`config.mk`:
```
export PLATFORM = sky130hd
export DESIGN_NAME = scan_loop_watchdog_timer_unit
export DESIGN_NICKNAME = d
export VERILOG_FILES = /design/src/sv/slwdt_pkg.sv /design/src/sv/slwdt_csr.sv /design/src/sv/slwdt_period.sv /design/src/sv/slwdt_ctrl.sv /design/src/sv/scan_loop_watchdog_timer_unit.sv
export SDC_FILE = /design/constraint.sdc
export NUM_CORES = 2
export LEC_CHECK = 0
export ABC_AREA = 1
export BUFFER_PORTS_ARGS = -buffer_cell sky130_fd_sc_hd__clkbuf_2
export CAP_MARGIN = 20
export CORE_ASPECT_RATIO = 1.75
export CORE_MARGIN = 2
export CORE_UTILIZATION = 30
export CTS_BUF_LIST = sky130_fd_sc_hd__clkbuf_16
export DETAILED_ROUTE_END_ITERATION = 16
export GPL_ROUTABILITY_DRIVEN = 0
export GPL_TIMING_DRIVEN = 1
export PLACE_DENSITY = 0.56
export SETUP_SLACK_MARGIN = 0.02
export SLEW_MARGIN = 20
export SYNTH_ARGS = -nofsm -noshare
export SYNTH_HDL_FRONTEND = slang
export SYNTH_SLANG_ARGS = --single-unit
```
`constraint.sdc`:
```
create_clock -name clock -period 6.8 [get_ports clock]
set_input_delay 0.34 -clock clock [delete_from_list [all_inputs] [get_ports clock]]
set_output_delay 0.34 -clock clock [all_outputs]
set_load 0.01 [all_outputs]
```
`src/sv/slwdt_pkg.sv`:
```
// Package: types, codes and constants of the loop watchdog timer.
`timescale 1ns / 1ps
`default_nettype none
package slwdt_pkg;

   localparam int PERIOD_W  = 32;
   localparam int TIME_W    = 48;
   localparam int SKIP_W    = 8;
   localparam int MS_W      = 23;
   localparam int MODE_W    = 3;
   localparam int CODE_W    = 2;
   localparam int STATUS_W  = 2;
   localparam int REQ_DATA_W = 32;
   localparam int RSP_DATA_W = 104;
   localparam int CSR_ADDR_W = 3;
   localparam int CSR_DATA_W = 32;

   localparam logic [PERIOD_W-1:0] PERIOD_MIN_US_DEF     = 32'd1000;
   localparam logic [PERIOD_W-1:0] PERIOD_MAX_US_DEF     = 32'd10000000;
   localparam logic [PERIOD_W-1:0] DEFAULT_PERIOD_US_DEF = 32'd10000;

   // floor(x / 1000) = (x * RECIP_1000) >> RECIP_SHIFT for any 32-bit x
   localparam int RECIP_SHIFT = 42;
   localparam int PROD_W      = 65;
   localparam logic [PROD_W-1:0] RECIP_1000 = 65'd4398046512;
   localparam logic [PERIOD_W-1:0] US_PER_MS = 32'd1000;

   localparam logic [MODE_W-1:0] MODE_TICK       = 3'd0;
   localparam logic [MODE_W-1:0] MODE_CYCLE_END  = 3'd1;
   localparam logic [MODE_W-1:0] MODE_START      = 3'd2;
   localparam logic [MODE_W-1:0] MODE_STOP       = 3'd3;
   localparam logic [MODE_W-1:0] MODE_SET_PERIOD = 3'd4;

   localparam logic [CODE_W-1:0] RC_OK      = 2'd0;
   localparam logic [CODE_W-1:0] RC_INVALID = 2'd1;
   localparam logic [CODE_W-1:0] RC_CLAMPED = 2'd2;

   localparam logic [STATUS_W-1:0] ST_CREATED = 2'd0;
   localparam logic [STATUS_W-1:0] ST_RUNNING = 2'd1;
   localparam logic [STATUS_W-1:0] ST_STOPPED = 2'd2;
   localparam logic [STATUS_W-1:0] ST_HALTED  = 2'd3;

   localparam logic REG_MAX_SKIP  = 1'b0;
   localparam logic REG_WD_ENABLE = 1'b1;

   localparam logic [SKIP_W-1:0] MAX_SKIP_RESET = 8'd2;
   localparam logic [SKIP_W-1:0] SKIP_SAT       = 8'd255;

   typedef struct packed {
      logic [SKIP_W-1:0] max_skipped_loops;
      logic              watchdog_enable;
   } cfg_type;

   typedef struct packed {
      logic busy;
      logic clamped;
   } period_status_type;

endpackage
`default_nettype wire

```
`src/sv/slwdt_csr.sv`:
```
// Configuration registers behind the APB-style port.
`timescale 1ns / 1ps
`default_nettype none
module slwdt_csr (
   input  wire                               clock,
   input  wire                               reset,
   input  wire                               csr_psel,
   input  wire                               csr_penable,
   input  wire                               csr_pwrite,
   input  wire [slwdt_pkg::CSR_ADDR_W-1:0]   csr_paddr,
   input  wire [slwdt_pkg::CSR_DATA_W-1:0]   csr_pwdata,
   output logic [slwdt_pkg::CSR_DATA_W-1:0]  csr_prdata,
   output logic                              csr_pready,
   output slwdt_pkg::cfg_type                cfg
);
   import slwdt_pkg::*;

   logic [SKIP_W-1:0] max_skip_ff;
   logic              wd_en_ff;
   logic              wr_en;

   assign csr_pready = 1'b1;
   assign wr_en = csr_psel && csr_penable && csr_pwrite && csr_pready;

   always_ff @(posedge clock) begin
      if (reset) begin
         max_skip_ff <= MAX_SKIP_RESET;
         wd_en_ff    <= 1'b1;
      end else if (wr_en) begin
         if (csr_paddr[2] == REG_MAX_SKIP) begin
            max_skip_ff <= csr_pwdata[SKIP_W-1:0];
         end else begin
            wd_en_ff <= csr_pwdata[0];
         end
      end
   end

   always_comb begin
      if (csr_paddr[2] == REG_WD_ENABLE) begin
         csr_prdata = {{(CSR_DATA_W-1){1'b0}}, wd_en_ff};
      end else begin
         csr_prdata = {{(CSR_DATA_W-SKIP_W){1'b0}}, max_skip_ff};
      end
   end

   assign cfg.max_skipped_loops = max_skip_ff;
   assign cfg.watchdog_enable   = wd_en_ff;

endmodule
`default_nettype wire

```
`src/sv/slwdt_period.sv`:
```
// Period register with clamping and the millisecond step derived from it.
`timescale 1ns / 1ps
`default_nettype none
module slwdt_period #(
   parameter logic [31:0] PERIOD_MIN_US     = slwdt_pkg::PERIOD_MIN_US_DEF,
   parameter logic [31:0] PERIOD_MAX_US     = slwdt_pkg::PERIOD_MAX_US_DEF,
   parameter logic [31:0] DEFAULT_PERIOD_US = slwdt_pkg::DEFAULT_PERIOD_US_DEF
) (
   input  wire                               clock,
   input  wire                               reset,
   input  wire                               load,
   input  wire [slwdt_pkg::PERIOD_W-1:0]     period_value,
   output slwdt_pkg::period_status_type      status,
   output logic [slwdt_pkg::MS_W-1:0]        period_ms
);
   import slwdt_pkg::*;

   localparam logic [PERIOD_W-1:0] DEFAULT_MS_FULL = DEFAULT_PERIOD_US / US_PER_MS;

   logic [PERIOD_W-1:0] period_ff;
   logic [PERIOD_W-1:0] period_in;
   logic [MS_W-1:0]     ms_ff;
   logic                busy_ff;
   logic                clamped;
   logic [PROD_W-1:0]   prod;

   always_comb begin
      if (period_value > PERIOD_MAX_US) begin
         period_in = PERIOD_MAX_US;
         clamped   = 1'b1;
      end else if (period_value < PERIOD_MIN_US) begin
         period_in = PERIOD_MIN_US;
         clamped   = 1'b1;
      end else begin
         period_in = period_value;
         clamped   = 1'b0;
      end
   end

   assign prod = {{(PROD_W-PERIOD_W){1'b0}}, period_ff} * RECIP_1000;

   always_ff @(posedge clock) begin
      if (reset) begin
         period_ff <= DEFAULT_PERIOD_US;
         ms_ff     <= DEFAULT_MS_FULL[MS_W-1:0];
         busy_ff   <= 1'b0;
      end else begin
         busy_ff <= load;
         if (load) begin
            period_ff <= period_in;
         end
         if (busy_ff) begin
            ms_ff <= prod[RECIP_SHIFT +: MS_W];
         end
      end
   end

   assign status.busy    = busy_ff;
   assign status.clamped = clamped;
   assign period_ms      = ms_ff;

endmodule
`default_nettype wire

```
`src/sv/slwdt_ctrl.sv`:
```
// Loop state, watchdog counters and the response register.
`timescale 1ns / 1ps
`default_nettype none
module slwdt_ctrl (
   input  wire                               clock,
   input  wire                               reset,
   input  wire                               req_tvalid,
   output logic                              req_tready,
   input  wire [slwdt_pkg::MODE_W-1:0]       mode,
   output logic                              rsp_tvalid,
   input  wire                               rsp_tready,
   output logic [slwdt_pkg::RSP_DATA_W-1:0]  rsp_tdata,
   input  slwdt_pkg::cfg_type                cfg,
   input  slwdt_pkg::period_status_type      pstat,
   input  wire [slwdt_pkg::MS_W-1:0]         period_ms,
   output logic                              period_load
);
   import slwdt_pkg::*;

   logic [STATUS_W-1:0] status_ff, status_in;
   logic [SKIP_W-1:0]   skip_ff, skip_in, skip_inc;
   logic                tripped_ff, tripped_in;
   logic                pending_ff, pending_in;
   logic [TIME_W-1:0]   time_ff, time_in;
   logic [TIME_W-1:0]   iter_ff, iter_in;
   logic [CODE_W-1:0]   code;
   logic                start;
   logic                accept;
   logic                rsp_valid_ff;
   logic [RSP_DATA_W-1:0] rsp_data_ff;

   assign req_tready  = (!rsp_valid_ff || rsp_tready) && !pstat.busy;
   assign accept      = req_tvalid && req_tready;
   assign period_load = accept && (mode == MODE_SET_PERIOD);
   assign skip_inc    = (skip_ff < SKIP_SAT) ? skip_ff + 1'b1 : skip_ff;

   always_comb begin
      status_in  = status_ff;
      skip_in    = skip_ff;
      tripped_in = tripped_ff;
      pending_in = pending_ff;
      time_in    = time_ff;
      iter_in    = iter_ff;
      code       = RC_OK;
      start      = 1'b0;
      case (mode)
         MODE_TICK: begin
            if (status_ff == ST_RUNNING) begin
               time_in = time_ff + {{(TIME_W-MS_W){1'b0}}, period_ms};
               if (pending_ff) begin
                  pending_in = 1'b0;
                  skip_in    = '0;
                  tripped_in = 1'b0;
                  iter_in    = iter_ff + 1'b1;
                  start      = 1'b1;
               end else if (cfg.watchdog_enable) begin
                  skip_in = skip_inc;
                  if (skip_inc > cfg.max_skipped_loops) begin
                     tripped_in = 1'b1;
                     status_in  = ST_HALTED;
                  end
               end
            end
         end
         MODE_CYCLE_END: begin
            pending_in = 1'b1;
         end
         MODE_START: begin
            if (status_ff == ST_RUNNING) begin
               code = RC_INVALID;
            end else begin
               if (status_ff == ST_HALTED) begin
                  tripped_in = 1'b0;
                  skip_in    = '0;
               end
               status_in  = ST_RUNNING;
               pending_in = 1'b0;
               start      = 1'b1;
            end
         end
         MODE_STOP: begin
            if (status_ff != ST_RUNNING) begin
               code = RC_INVALID;
            end else begin
               status_in = ST_STOPPED;
            end
         end
         MODE_SET_PERIOD: begin
            code = pstat.clamped ? RC_CLAMPED : RC_OK;
         end
         default: begin
            code = RC_INVALID;
         end
      endcase
   end

   always_ff @(posedge clock) begin
      if (reset) begin
         status_ff    <= ST_CREATED;
         skip_ff      <= '0;
         tripped_ff   <= 1'b0;
         pending_ff   <= 1'b0;
         time_ff      <= '0;
         iter_ff      <= '0;
         rsp_valid_ff <= 1'b0;
      end else begin
         if (accept) begin
            status_ff    <= status_in;
            skip_ff      <= skip_in;
            tripped_ff   <= tripped_in;
            pending_ff   <= pending_in;
            time_ff      <= time_in;
            iter_ff      <= iter_in;
            rsp_valid_ff <= 1'b1;
         end else if (rsp_tready) begin
            rsp_valid_ff <= 1'b0;
         end
      end
   end

   always_ff @(posedge clock) begin
      if (accept) begin
         rsp_data_ff <= {2'b00, iter_in, time_in, tripped_in, status_in, start, code};
      end
   end

   assign rsp_tvalid = rsp_valid_ff;
   assign rsp_tdata  = rsp_data_ff;

endmodule
`default_nettype wire

```
`src/sv/scan_loop_watchdog_timer_unit.sv`:
```
// Top level of the loop watchdog timer.
//
//  channel | direction | accepted when            | payload
//  req     | in        | req_tvalid & req_tready  | tuser: mode, tdata: period_value
//  rsp     | out       | rsp_tvalid & rsp_tready  | tdata: status fields, see port
//  csr     | in        | psel & penable & pwrite  | max_skipped_loops, watchdog_enable
//
//  One request per cycle while req_tready is high; its response is registered on acceptance.
//  A set period request holds req_tready low for the next cycle while the
//  millisecond step is recomputed by the reciprocal multiplier.
//  req_tready also drops while an unread response waits and rsp_tready is low.
//  Synchronous reset clears loop state and counters; no clearing pass.
`timescale 1ns / 1ps
`default_nettype none
module scan_loop_watchdog_timer_unit #(
   parameter logic [31:0] PERIOD_MIN_US     = slwdt_pkg::PERIOD_MIN_US_DEF,
   parameter logic [31:0] PERIOD_MAX_US     = slwdt_pkg::PERIOD_MAX_US_DEF,
   parameter logic [31:0] DEFAULT_PERIOD_US = slwdt_pkg::DEFAULT_PERIOD_US_DEF
) (
   input  wire                               clock,
   input  wire                               reset,
   input  wire                               req_tvalid,
   output logic                              req_tready,
   // period_value[31:0]
   input  wire [slwdt_pkg::REQ_DATA_W-1:0]   req_tdata,
   // mode[2:0]
   input  wire [slwdt_pkg::MODE_W-1:0]       req_tuser,
   output logic                              rsp_tvalid,
   input  wire                               rsp_tready,
   // result_code[1:0], cycle_start[2], run_state[4:3], watchdog_tripped[5],
   // elapsed_ms[53:6], loop_count[101:54], zero[103:102]
   output logic [slwdt_pkg::RSP_DATA_W-1:0]  rsp_tdata,
   input  wire                               csr_psel,
   input  wire                               csr_penable,
   input  wire                               csr_pwrite,
   input  wire [slwdt_pkg::CSR_ADDR_W-1:0]   csr_paddr,
   input  wire [slwdt_pkg::CSR_DATA_W-1:0]   csr_pwdata,
   output logic [slwdt_pkg::CSR_DATA_W-1:0]  csr_prdata,
   output logic                              csr_pready
);
   import slwdt_pkg::*;

   cfg_type           cfg;
   period_status_type pstat;
   logic [MS_W-1:0]   period_ms;
   logic              period_load;

   slwdt_csr u_csr (
      .clock       (clock),
      .reset       (reset),
      .csr_psel    (csr_psel),
      .csr_penable (csr_penable),
      .csr_pwrite  (csr_pwrite),
      .csr_paddr   (csr_paddr),
      .csr_pwdata  (csr_pwdata),
      .csr_prdata  (csr_prdata),
      .csr_pready  (csr_pready),
      .cfg         (cfg)
   );

   slwdt_period #(
      .PERIOD_MIN_US     (PERIOD_MIN_US),
      .PERIOD_MAX_US     (PERIOD_MAX_US),
      .DEFAULT_PERIOD_US (DEFAULT_PERIOD_US)
   ) u_period (
      .clock        (clock),
      .reset        (reset),
      .load         (period_load),
      .period_value (req_tdata),
      .status       (pstat),
      .period_ms    (period_ms)
   );

   slwdt_ctrl u_ctrl (
      .clock       (clock),
      .reset       (reset),
      .req_tvalid  (req_tvalid),
      .req_tready  (req_tready),
      .mode        (req_tuser),
      .rsp_tvalid  (rsp_tvalid),
      .rsp_tready  (rsp_tready),
      .rsp_tdata   (rsp_tdata),
      .cfg         (cfg),
      .pstat       (pstat),
      .period_ms   (period_ms),
      .period_load (period_load)
   );

endmodule
`default_nettype wire

```
## After elaboration in Yosys (flattened, before gate mapping)

Cells that the tools add are included.
Widths: inputs -> output; s select.

- Bits in registers: 276
- Latch bits: 0
- RAM bits: 0
- ROM bits: 0
- Output and inout port bits: 139
- Logic and storage cells: 94
- Memories kept: 0

- Add/sub/neg operators: 3
- Multiply operators: 1
- Div/mod/pow operators: 0
- Magnitude comparators: 4
- Eq/ne operators: 11
- Shift-type cells: 0
- Muxes and demuxes: 44
- Bitwise gates (word level): 1
- Reductions and logical operators: 17

Operators with widths:

| cell | number |
|---|---|
| $mux 48 | 5 |
| $mux 32 | 2 |
| $mul 32x29->61 const B | 1 |
| $mux 8 | 7 |
| $add 48x1->48 const B | 1 |
| $add 48x23->48 | 1 |
| $gt 32x24->1 const B | 1 |
| $lt 32x10->1 const B | 1 |
| $mux 1 | 17 |
| $pmux 8 s2 | 1 |
| $mux 2 | 7 |
| $add 8x1->8 const B | 1 |
| $gt 8x8->1 | 1 |
| $lt 8x8->1 const B | 1 |
| $pmux 2 s4 | 1 |
| $eq 3x2->1 const B | 2 |
| $ne 2x1->1 const B | 3 |
| $pmux 2 s3 | 1 |
| $reduce_and 6->1 | 1 |
| $logic_and 1x1->1 | 5 |
| $pmux 1 s2 | 2 |
| $reduce_and 2->1 | 2 |
| $reduce_and 4->1 | 1 |
| $reduce_bool 2->1 | 2 |
| 13 further kinds | 14 |

## Logic depth before layout (Yosys ltp)

- Word-level depth: 8
- Depth in mapped cells: 29
- Gate-level depth less buffers: 29

## Modules after synthesis

A second synthesis with hierarchy kept.

- Cells, all modules: 4,210
- Area total of the unflattened synthesis: 31,690.4 µm²

Modules (own cells, without submodules):

| module | times used | cells an instance | area each (µm²) | sequential area each (µm²) |
|---|---|---|---|---|
| slwdt_period | 1 | 2,439 | 18,753.0 | 1,121.1 |
| slwdt_ctrl | 1 | 1,668 | 12,266.8 | 5,245.0 |
| slwdt_csr | 1 | 103 | 670.6 | 180.2 |

## Worst setup path before layout

Ideal clock, no wire load.

- Path type: reg2reg
- From: reg u_period.period_ff[8]
- To: reg u_period.ms_ff[0] (netlist: u_period.period_ms[0])
- Arrival time: 5,797 ps
- Data required time: 6,685 ps
- Path slack: 887 ps
- Cell stages (with the launch flop): 27
- Clock period less this slack: 5,913 ps
- Cell sequence: dfxtp_1 > ha_1 > fa_1 > fa_1 > inv_1 > fa_1 > inv_1 > fa_1 > inv_1 > fa_1 > inv_1 > fa_1 > inv_1 > fa_1 > inv_1 > ha_1 > nand2_1 > nor2_1 > inv_1 > nor2_1 > nand3b_1 > nand3_1 > nand2_1 > nand2_1 > nor2_1 > o21ai_0 > inv_1

- Word-level cells in the longest chain between the ends: 1

RTL lines:

| item | RTL line | RTL |
|---|---|---|
| start: declaration | slwdt_period.sv:20 | `logic [PERIOD_W-1:0] period_ff;` |
| start signal: assignment | slwdt_period.sv:50 | `period_ff <= period_in;` |
| $mul 32x29->61 | slwdt_period.sv:40 | `assign prod = {{(PROD_W-PERIOD_W){1'b0}}, period_ff} * RECIP_1000;` |
| end signal: assignment | slwdt_period.sv:45 | `ms_ff <= DEFAULT_MS_FULL[MS_W-1:0];` |
| end signal: assignment | slwdt_period.sv:53 | `ms_ff <= prod[RECIP_SHIFT +: MS_W];` |
| end: declaration | slwdt_period.sv:22 | `logic [MS_W-1:0] ms_ff;` |

Every way passes these cells.
A chain may end at the register's enable or synchronous reset.

## Worst setup path after layout

- From: reg u_period.period_ff[10]
- To: reg u_period.ms_ff[0] (netlist: u_period.period_ms[0])

Same word-level chain as after synthesis.

==> results.ini <==
[die]
rows=156
ioPinCount=216
die-width_um=248
core_region_area_um2=103000
die_height_um=431
dieArea_um2=107000
initial_core_util=0.303

[setup_path]
critical_path.top_delay_family=adder cells
critPathMostFrequentCell=fa_1
critPathMaxStageDelay_ns=0.68
criticalPathCategory=flop to flop
path_depth=24
crit_chain=ha_1 -> fa_1 -> fa_1 -> inv_1 -> fa_1 -> inv_1 -> fa_1 -> fa_1 -> fa_1 -> inv_1 -> fa_1 -> inv_1 -> ha_1 -> nand2_1 -> nor2_1 -> inv_1 -> nor2_1 -> nand3b_1 -> nand3_1 -> nand2_1 -> nand2_1 -> nor2_1 -> o21ai_0 -> inv_1
startpoint_type=flop
r2r_cells=24
critPathArrivalTime_ns=6.98
endpoint_kind=flop
critPathBufInv=6
cp_max_fo=6
cp_data_required_time_ns=7.30
critPathSlowestCell=fa_1

[clock_network]
clock_latency_ns=0.62
clock-root-buffer=clkbuf_16
htree_levels=1
cts_tree=yes
cts_made_buffers=26
clock_path_buffers=3
clock_sinks=276
post-cts-setup-buffers=0
clkTransAtPathRegs_ns=0.08

[sta]
timing.final.crit_period_ns=6.49
rsz0062_at_grt=no
maxSlewHeadroom=0.298
fmax_mhz=154
period_share=0.954
hold_viol=0
setup_viol=0
tightest_slew_ns=1.05
finalSetupTns_ns=0
fin_skew_ns=0.0408
report.final.slew_viol_count=0

[yosys]
yosys.area_share.simple=0.209
avgSynthCellArea_um2=7.55
synth_edf_count=102
synth.cell_area_um2=31300
yosys.cell_types.count=52
syn_inst=4149
synthArstFlopShare=0
synth-main-ff-cell=dfxtp_1
synth_seq_cells=276
yosysWarningCount=0
ys_seq_area_frac=0.209
synth_top_family_by_area=adder cells
muxShareOfSynthArea=0.000679
yosys.area_share.xor_xnor=0.0137
synth_compound_area_frac=0.0628
synth-adder-area-share=0.359

[hold_path]
min_path_cells=3
hold_path.class=input pin to flop

[finish]
mostFrequentLayoutCell=inv_1
nets=5148
syn2layout_area_growth_pct=11.6
design_area_um2=35000
mostFrequentLayoutCells=inv_1, nand2_1, ha_1, fa_1, nor2_1
drive_gt1_frac=0.0792
final_cells=5718
nFillCells=11154

[route]
routed_wl_um=97900
drtPass1Iterations=5
avgViaCountPerCell=4.59
drtIter0Drc=984
drcViolationCount=0
wl_per_cell_um=17.1
via_count=26269
antenna_left=0

[placement]
port_buffers=162
dp_hpwl_um=84300
placed_area_um2=34000
place_inst=5665

[global_route]
grt_usage=0.187
grt_pass1_vias=27539
grt_pass1_wl_um=152000
gr-total-overflow=0
antenna_found_initial=4
grt_max_degree=188

[power_and_ir_drop]
powerDensity_nw_per_um2=173
peakVddDrop_mv=0.214
p_leak_nw=19.4

[flow_run]
drv_cap=0

[status]
status=finished, final reports clean

timing repair:
action | in CTS | in global routing
endpoints found under the hold margin | 1 | 0
resized for setup | 0 | 5
endpoints found under the setup margin | 0 | 8
hold buffers | 1 | 0
path summary, 6_finish.rpt:
| path | startpoint | end | slack (ns) |
|---|---|---|---|
| hold reg to reg | u_period.period_ms[3] | u_period.period_ms[3] | 0.49 |
| hold / removal | req_tdata[4] | u_period.period_ff[4] | 0.02 |
| setup / recovery | u_period.period_ff[10] | u_period.period_ms[0] | 0.31 |
| setup reg to reg | u_period.period_ff[10] | u_period.period_ms[0] | 0.31 |
metrics by stage:
step | worst slack [ns] | total power, W | hold slack (ns) | utilization
floorplan | 0.887 | 0.00359 | 0.447 | -
global placement | 0.266 | 0.00448 | 0.468 | 0.329
detailed placement | 0.244 | 0.00449 | 0.466 | 0.329
CTS | 0.257 | 0.00610 | 0.00372 | 0.338
global route | 0.0272 | 0.00648 | 0.0392 | 0.338
finish | 0.314 | 0.00603 | 0.0170 | 0.338
where the power goes:
group	internal, W	switching [W]
Sequential	0.00183	0.0000810
Combinational	0.000851	0.00168
Clock	0.000836	0.000752
worst reg2reg max path, delay by kind of cell, from the launching register on:
family          cells  cell delay (ns)
simple gates        8             0.95
flops               1             0.52
fa+ha+maj           9             4.39
compound gates      1             0.16
buf+inv             6             0.38
logic make-up after synthesis:
group,after synthesis
flops,276
compound gates,376
other cells,2
fa+ha+maj,720
buf+inv,1184
xor+xnor,49
mux,2
simple gates,1540
sequential cells by signal, indices dropped and copies added (netlist names), 2 cells and up:
signal,flops
u_ctrl.rsp_tdata,102
u_csr.max_skip_ff,8
u_period.period_ms,23
u_ctrl.skip_ff,8
u_ctrl.iter_ff,48
u_ctrl.time_ff,48
u_ctrl.status_ff,2
u_period.period_ff,32
layer usage:
layer / global-route usage / vias to the layer above / wire length [µm]
met5: 0 / - / 0
met3: 0.0135 / 291 / 3270
met2: 0.362 / 685 / 52800
met4: 0.159 / 0 / 9720
met1: 0.171 / 12237 / 32200
li1: - / 13056 / -
area by class of cell:
| type | instances | area, µm² | share of cell area |
|---|---|---|---|
| Clock buffer | 26 | 651 | 0.0186 |
| Multi-Input combinational cell | 2714 | 20300 | 0.581 |
| Antenna cell | 4 | 10.0 | 0.000286 |
| Inverter | 1097 | 4130 | 0.118 |
| Sequential cell | 276 | 6550 | 0.187 |
| Timing Repair Buffer | 236 | 1380 | 0.0396 |
| Tap cell | 1343 | 1680 | 0.0481 |
| Clock inverter | 22 | 239 | 0.00684 |
synthesized netlist by cell type (3+ instances only):
cell type	number	area, µm²
buf_4	28	210
nor3_1	52	260
nor2_8	3	60.1
inv_2	6	22.5
nand4_1	48	300
buf_1	4	15.0
xnor2_1	12	105
nor2_1	278	1040
o21bai_1	15	113
nor2_2	9	56.3
ha_1	421	5270
or2_2	11	68.8
and3_1	5	31.3
inv_1	1090	4090
nand2_2	6	37.5
nand2_1	911	3420
a21oi_1	195	976
fa_1	299	5990
o21ai_1	11	55.1
nand3_2	4	40.0
nor3_2	7	70.1
clkbuf_1	50	188
nand3b_1	7	52.6
xor2_1	37	324
o21ai_0	135	676
nand3_1	179	896
a31oi_1	4	25.0
buf_2	4	20.0
o211ai_1	5	37.5
nor2_4	3	33.8
edfxtp_1	102	3060
nor4_1	9	56.3
dfxtp_1	174	3480
No activity file was read; power rests on OpenSTA's default activity.
